**config.mk**
```make
export PLATFORM = sky130hd
export DESIGN_NAME = csg_ctrl
export DESIGN_NICKNAME = d
export VERILOG_FILES = /design/src/hw/rtl/csg_pkg.sv /design/src/hw/rtl/csg_ctrl.sv
export SDC_FILE = /design/constraint.sdc
export NUM_CORES = 1
export LEC_CHECK = 0
export BUFFER_PORTS_ARGS = -buffer_cell sky130_fd_sc_hd__buf_2
export CORE_AREA = 3 3 40 42
export DETAILED_ROUTE_END_ITERATION = 10
export DIE_AREA = 0 0 43 45
export GPL_ROUTABILITY_DRIVEN = 1
export REMOVE_ABC_BUFFERS = 1
export SLEW_MARGIN = 5
export SYNTH_ARGS = -nofsm -noshare
export SYNTH_HDL_FRONTEND = slang
export SYNTH_SLANG_ARGS = --single-unit
```
**constraint.sdc**
```tcl
create_clock -name aclk -period 2.1 [get_ports aclk]
set_input_delay 0.105 -clock aclk [delete_from_list [all_inputs] [get_ports aclk]]
set_output_delay 0.105 -clock aclk [all_outputs]
set_load 0.03 [all_outputs]
```
**src/hw/rtl/csg_pkg.sv**
```systemverilog
// Shared types and constants for the CAN signal to gauge step converter.
package csg_pkg;

    // Field widths of the stream payloads and configuration registers
    localparam int ID_W       = 32;
    localparam int LEN_W      = 4;
    localparam int PAYLOAD_W  = 64;
    localparam int TARGET_W   = 10;
    localparam int MOVE_W     = 11;
    localparam int ANGLE_W    = 9;
    localparam int CFG_DATA_W = 32;
    localparam int CFG_IDX_W  = 3;
    localparam int S_TDATA_W  = 72;   // msg_len + payload, padded to whole bytes
    localparam int M_TDATA_W  = 24;   // target_step + step_move, padded to whole bytes

    // Shared divider: unsigned numerator below den * 2**DIV_QW
    localparam int DIV_NUM_W = 48;
    localparam int DIV_DEN_W = 32;
    localparam int DIV_QW    = 16;
    localparam int DIV_CNT_W = 4;

    // Scale constants
    localparam int HUNDREDTHS  = 100;
    localparam int DEG_PER_REV = 360;
    localparam int TGT_DIVISOR = DEG_PER_REV * HUNDREDTHS;
    localparam int TGT_ROUND   = TGT_DIVISOR / 2;

    // Configuration register indexes
    localparam logic [CFG_IDX_W-1:0] REG_FRAME_ID     = 3'd0;
    localparam logic [CFG_IDX_W-1:0] REG_FIELD_START  = 3'd1;
    localparam logic [CFG_IDX_W-1:0] REG_FIELD_WIDTH  = 3'd2;
    localparam logic [CFG_IDX_W-1:0] REG_GAIN_Q16     = 3'd3;
    localparam logic [CFG_IDX_W-1:0] REG_VALUE_OFFSET = 3'd4;
    localparam logic [CFG_IDX_W-1:0] REG_VALUE_MIN_H  = 3'd5;
    localparam logic [CFG_IDX_W-1:0] REG_VALUE_MAX_H  = 3'd6;
    localparam logic [CFG_IDX_W-1:0] REG_ANGLE_LIMITS = 3'd7;

    typedef struct packed {
        logic        [31:0] frame_id;
        logic        [5:0]  field_start;
        logic        [4:0]  field_width;
        logic signed [31:0] gain_q16;
        logic signed [15:0] value_offset;
        logic signed [31:0] value_min_h;
        logic signed [31:0] value_max_h;
        logic        [17:0] angle_limits;
    } cfg_t;

    typedef enum logic [4:0] {
        ST_IDLE,
        ST_CHECK,
        ST_EXTRACT,
        ST_MUL,
        ST_ADD,
        ST_ABS,
        ST_SCALE,
        ST_SIGN,
        ST_CLAMP,
        ST_SPAN,
        ST_NUM,
        ST_NABS,
        ST_DIV1_GO,
        ST_DIV1_WAIT,
        ST_MAP,
        ST_TSCALE,
        ST_DIV2_GO,
        ST_DIV2_WAIT,
        ST_FINISH
    } state_t;

    typedef enum logic [4:0] {
        OP_NONE,
        OP_LOAD,
        OP_EXTRACT,
        OP_MUL,
        OP_ADD,
        OP_ABS,
        OP_SCALE,
        OP_SIGN,
        OP_CLAMP,
        OP_SPAN,
        OP_NUM,
        OP_NABS,
        OP_DIV1_START,
        OP_MAP,
        OP_TSCALE,
        OP_DIV2_START,
        OP_FINISH
    } op_t;

    typedef struct packed {
        logic match;
        logic div_busy;
        logic out_free;
    } status_t;

endpackage

```
**src/hw/rtl/csg_ctrl.sv**
```systemverilog
// Sequencer that steps the datapath through decode, scale, map and step rounding.
module csg_ctrl (
    input  logic              aclk,
    input  logic              aresetn,
    input  logic              s_tvalid,
    output logic              s_tready,
    input  csg_pkg::status_t  stat,
    output csg_pkg::op_t      op
);

    csg_pkg::state_t state_reg, state_next;

    always_comb begin
        state_next = state_reg;
        case (state_reg)
            csg_pkg::ST_IDLE:      if (s_tvalid) state_next = csg_pkg::ST_CHECK;
            csg_pkg::ST_CHECK:     state_next = stat.match ? csg_pkg::ST_EXTRACT
                                                           : csg_pkg::ST_IDLE;
            csg_pkg::ST_EXTRACT:   state_next = csg_pkg::ST_MUL;
            csg_pkg::ST_MUL:       state_next = csg_pkg::ST_ADD;
            csg_pkg::ST_ADD:       state_next = csg_pkg::ST_ABS;
            csg_pkg::ST_ABS:       state_next = csg_pkg::ST_SCALE;
            csg_pkg::ST_SCALE:     state_next = csg_pkg::ST_SIGN;
            csg_pkg::ST_SIGN:      state_next = csg_pkg::ST_CLAMP;
            csg_pkg::ST_CLAMP:     state_next = csg_pkg::ST_SPAN;
            csg_pkg::ST_SPAN:      state_next = csg_pkg::ST_NUM;
            csg_pkg::ST_NUM:       state_next = csg_pkg::ST_NABS;
            csg_pkg::ST_NABS:      state_next = csg_pkg::ST_DIV1_GO;
            csg_pkg::ST_DIV1_GO:   state_next = csg_pkg::ST_DIV1_WAIT;
            csg_pkg::ST_DIV1_WAIT: if (!stat.div_busy) state_next = csg_pkg::ST_MAP;
            csg_pkg::ST_MAP:       state_next = csg_pkg::ST_TSCALE;
            csg_pkg::ST_TSCALE:    state_next = csg_pkg::ST_DIV2_GO;
            csg_pkg::ST_DIV2_GO:   state_next = csg_pkg::ST_DIV2_WAIT;
            csg_pkg::ST_DIV2_WAIT: if (!stat.div_busy) state_next = csg_pkg::ST_FINISH;
            csg_pkg::ST_FINISH:    if (stat.out_free) state_next = csg_pkg::ST_IDLE;
            default:               state_next = csg_pkg::ST_IDLE;
        endcase
    end

    always_comb begin
        s_tready = 1'b0;
        op       = csg_pkg::OP_NONE;
        case (state_reg)
            csg_pkg::ST_IDLE: begin
                s_tready = 1'b1;
                if (s_tvalid) op = csg_pkg::OP_LOAD;
            end
            csg_pkg::ST_EXTRACT: op = csg_pkg::OP_EXTRACT;
            csg_pkg::ST_MUL:     op = csg_pkg::OP_MUL;
            csg_pkg::ST_ADD:     op = csg_pkg::OP_ADD;
            csg_pkg::ST_ABS:     op = csg_pkg::OP_ABS;
            csg_pkg::ST_SCALE:   op = csg_pkg::OP_SCALE;
            csg_pkg::ST_SIGN:    op = csg_pkg::OP_SIGN;
            csg_pkg::ST_CLAMP:   op = csg_pkg::OP_CLAMP;
            csg_pkg::ST_SPAN:    op = csg_pkg::OP_SPAN;
            csg_pkg::ST_NUM:     op = csg_pkg::OP_NUM;
            csg_pkg::ST_NABS:    op = csg_pkg::OP_NABS;
            csg_pkg::ST_DIV1_GO: op = csg_pkg::OP_DIV1_START;
            csg_pkg::ST_MAP:     op = csg_pkg::OP_MAP;
            csg_pkg::ST_TSCALE:  op = csg_pkg::OP_TSCALE;
            csg_pkg::ST_DIV2_GO: op = csg_pkg::OP_DIV2_START;
            csg_pkg::ST_FINISH:  if (stat.out_free) op = csg_pkg::OP_FINISH;
            default:             op = csg_pkg::OP_NONE;
        endcase
    end

    always_ff @(posedge aclk) begin
        if (!aresetn) begin
            state_reg <= csg_pkg::ST_IDLE;
        end else begin
            state_reg <= state_next;
        end
    end

endmodule

```
==> results by group <==
GRT
  • Global-route wire length before repair: around 2 mm
  • Largest net degree at the start of global routing: 16
  • All-Layer GR Usage: 0.134
  • Vias in the first global route: roughly 430
  • Grt total ovfl: 0
  • M1 GR Usage: 0.193
  • GRT met3 Usage: 0.0757
  • GRT busiest layer: met1
  • Met2 usage: 0.177
  • Antenna violations before repair: 0

Setup path
  • Critical Path Sink: op[0]
  • Crit path max-delay family: flip-flops
  • R2r startpoint: state_reg[2]$_SDFFE_PN0P_
  • Worst path bufs/invs: 1
  • Crit-path cells: mux2_2 -> a22oi_1 -> o32ai_1 -> buf_2
  • CP Class: flip-flop to primary output
  • Reg-to-reg setup timing slack: 0.40 ns
  • Crit path max-delay cell type: dfxtp_1
  • Critical Path Start: state_reg[2]$_SDFFE_PN0P_
  • Worst reg2reg endpoint: state_reg[1]$_SDFFE_PN0P_
  • Element type at the critical path start: flip-flop
  • Worst Path Required: around 2.0 ns
  • Worst path max stage delay: 0.62 ns
  • R2R depth: 4
  • CP arrival: 1.73 ns
  • Worst path depth: 4
  • Worst-path maximum fanout: 15
  • Crit. End Element: primary output

Synthesis
  • Most area-hungry cell type in the Yosys netlist: dfxtp_1
  • Count of state elements after synthesis: 5
  • Synthesized instance count: 61
  • Post-synth top area share: 0.222
  • Synth Cell Area: 452 um^2
  • Synth Area per Inst: 7.40 um^2
  • Netlist cell types: 36
  • Top post-synthesis cells by area: dfxtp_1 22%, o32ai_1 5.8%, nand2_1 5.0%
  • Sequential-to-total area share from yosys stat: 0.222
  • Synthesis Warnings: 0

Final layout
  • Fraction of layout cells with a size suffix above 1: 0.236
  • Max reg flops: 5
  • Util after Layout: 0.417
  • Antenna cells: 0
  • Nets: 79
  • Fillers: 137
  • Synthesis-to-finish area growth: 18.6%
  • Finished Layout Cells: 87
  • FF/Latch Area: roughly 100 um^2
  • Final Instance Area: 536 um^2
  • Multi-input gate area: 317 um^2

Drt
  • DR vias/cell: approximately 5.5
  • Post-route ant nets: 0
  • Initial drt markers: 10
  • DRC viols: 0
  • Post-Route WL: roughly 1.1 mm
  • Vias post-DR: 480
  • Wirelength per Cell: 12.2 um
  • Pre-antenna DRT Iters: 4

Timing
  • Fin crit share: 0.872
  • Final Skew: between 0.005 and 0.006 ns
  • Slew Viols, Final: 0
  • Achievable frequency: 0.546 GHz
  • Setup_tns: 0 ns
  • Fin. Hold Viols: 0
  • Slew at the pin closest to its max-slew limit: 0.492 ns
  • RSZ-0062 raised after global routing: false
  • Hold_ws: 0.132 ns
  • # setup viols final: 0
  • Max-slew headroom: 0.672
  • Period minus WS final: 1.83 ns

CTS
  • Clock Latency Late Sink: 0.24 ns
  • Hold-fix buffers, CTS: 0
  • Clock slew at reported path FFs: ~0.040 ns
  • CTS tree: built
  • H-Tree Depth: 1
  • CTS Buf Count: 3
  • Clock buffer depth: 2
  • Post-CTS setup buffer count: 0
  • Clk root buf: clkbuf_4
  • Post-CTS Resized: 0
  • # clock sinks: 5

Power
  • Internal power: 273 uW
  • Switch Pwr: 213 uW
  • Seq pwr share: 0.279
  • Leak: between 0.0002 and 0.00025 uW
  • Clock share of power: 0.229
  • Switch share: 0.438
  • Gate power share: 0.492
  • PwrDens: 906 nW/um^2
  • Worst VDD drop: between 500 and 600 uV

Placed design
  • Port Buf Inserts: 11
  • RePlAce Congestion: between 0.7 and 0.8
  • Cell count after placement: 83
  • Dpl cell area: 509 um^2
  • Dpl hpwl: 764 um

Run
  • MaxCap Viol Count: 0

Die
  • Row cnt: 13
  • IO Count: 12
  • Die footprint: between 1500 and 2000 um^2
  • Starting density of the core: 0.352
  • Core Box Area: 1280 um^2
  • Die Wd: between 40 and 50 um
  • Die height: 45 um

Hold path
  • Min-Delay Path Class: primary input to flip-flop

Outcome
  • Status: finished, final reports clean
## synth_stat cells, drive strengths merged
library cell and number:
nor2 5, nor4 1, a21oi 2, a2111oi 1, a22oi 1, buf 2
nor3b 1, or3b 1, o21ai 2, or3 1, a21boi 1, xnor2 1
clkbuf 3, a21o 1, mux2 1, and4 1, and3 1, o32ai 3
inv 3, o211ai 1, nand3 1, a211oi 1, or4 1, dfxtp 5
and3b 2, nor3 3, o2bb2ai 1, o311a 1, nor2b 2, a32oi 1
xor2 2, o41ai 1, nand3b 1, nand2 6
## per-layer routing
| metal | share of wire | vias to the layer above |
|---|---|---|
| met1 | 0.50 | 215 |
| met5 | 0 | - |
| met2 | 0.44 | 13 |
| li1 | - | 252 |
| met4 | 0 | 0 |
| met3 | 0.064 | 0 |
## kinds of logic (layout without fill, tap and decap cells)
logic type | after synthesis | after routing | share of synthesized area
AND/OR/NAND/NOR | 27 | 27 | 0.332
multiplexers | 1 | 1 | 0.0249
XOR/XNOR | 3 | 3 | 0.0582
AO/OA/AOI/OAI | 17 | 17 | 0.285
flip-flops | 5 | 5 | 0.222
buffers and inverters | 8 | 19 | 0.0776
## layout make-up
class / instances / share of cell area
timing repair buffer: 12 / 0.117
tap: 15 / 0.0350
inverter: 3 / 0.0210
clock buffer: 4 / 0.0491
multi-input combinational: 48 / 0.591
sequential: 5 / 0.187
## layout by cell type, fill, tap and decap left out, types with 3 or more instances in the layout
cell type,Yosys,final
nor3_1,3,3
clkbuf_4,0,3
buf_2,1,11
nand2_1,6,6
dfxtp_1,5,5
o32ai_1,3,3
nor2_1,5,5
## stage by stage
step	power (uW)	setup slack, ns
after floorplan	309	0.339
after global placement	377	0.432
after detailed placement	375	0.402
after CTS	491	0.263
after global routing	529	0.155
final	485	0.269
## worst register-to-register path: stages, from the launching register on
cell and delay (ns):
dfxtp_1 0.45, or3_1 0.44, or4_1 0.40, a32oi_1 0.21, a2111oi_0 0.08
## power groups by stage
stage	Sequential (uW)	Combinational [uW]	Clock [uW]
2_1_floorplan	136	173	0
3_3_place_gp	136	241	0
3_5_place_dp	137	239	0
4_1_cts	135	241	115
5_1_grt	139	262	128
6_report	135	239	111
## how the worst min path moves through the flow
| stage | startpoint | endpoint | slack, ns | depth (start not counted) |
|---|---|---|---|---|
| final | aresetn | state_reg[4]$_SDFFE_PN0P_ | 0.13 | 2 |
| after global routing | aresetn | state_reg[4]$_SDFFE_PN0P_ | 0.12 | 2 |
| after CTS | aresetn | state_reg[1]$_SDFFE_PN0P_ | 0.13 | 3 |
| after detailed placement | aresetn | state_reg[4]$_SDFFE_PN0P_ | 0.38 | 2 |
| after global placement | aresetn | state_reg[4]$_SDFFE_PN0P_ | 0.38 | 2 |
| after floorplan | aresetn | state_reg[4]$_SDFFE_PN0P_ | 0.24 | 1 |
Note: power is estimated with default switching activity, not from simulation.
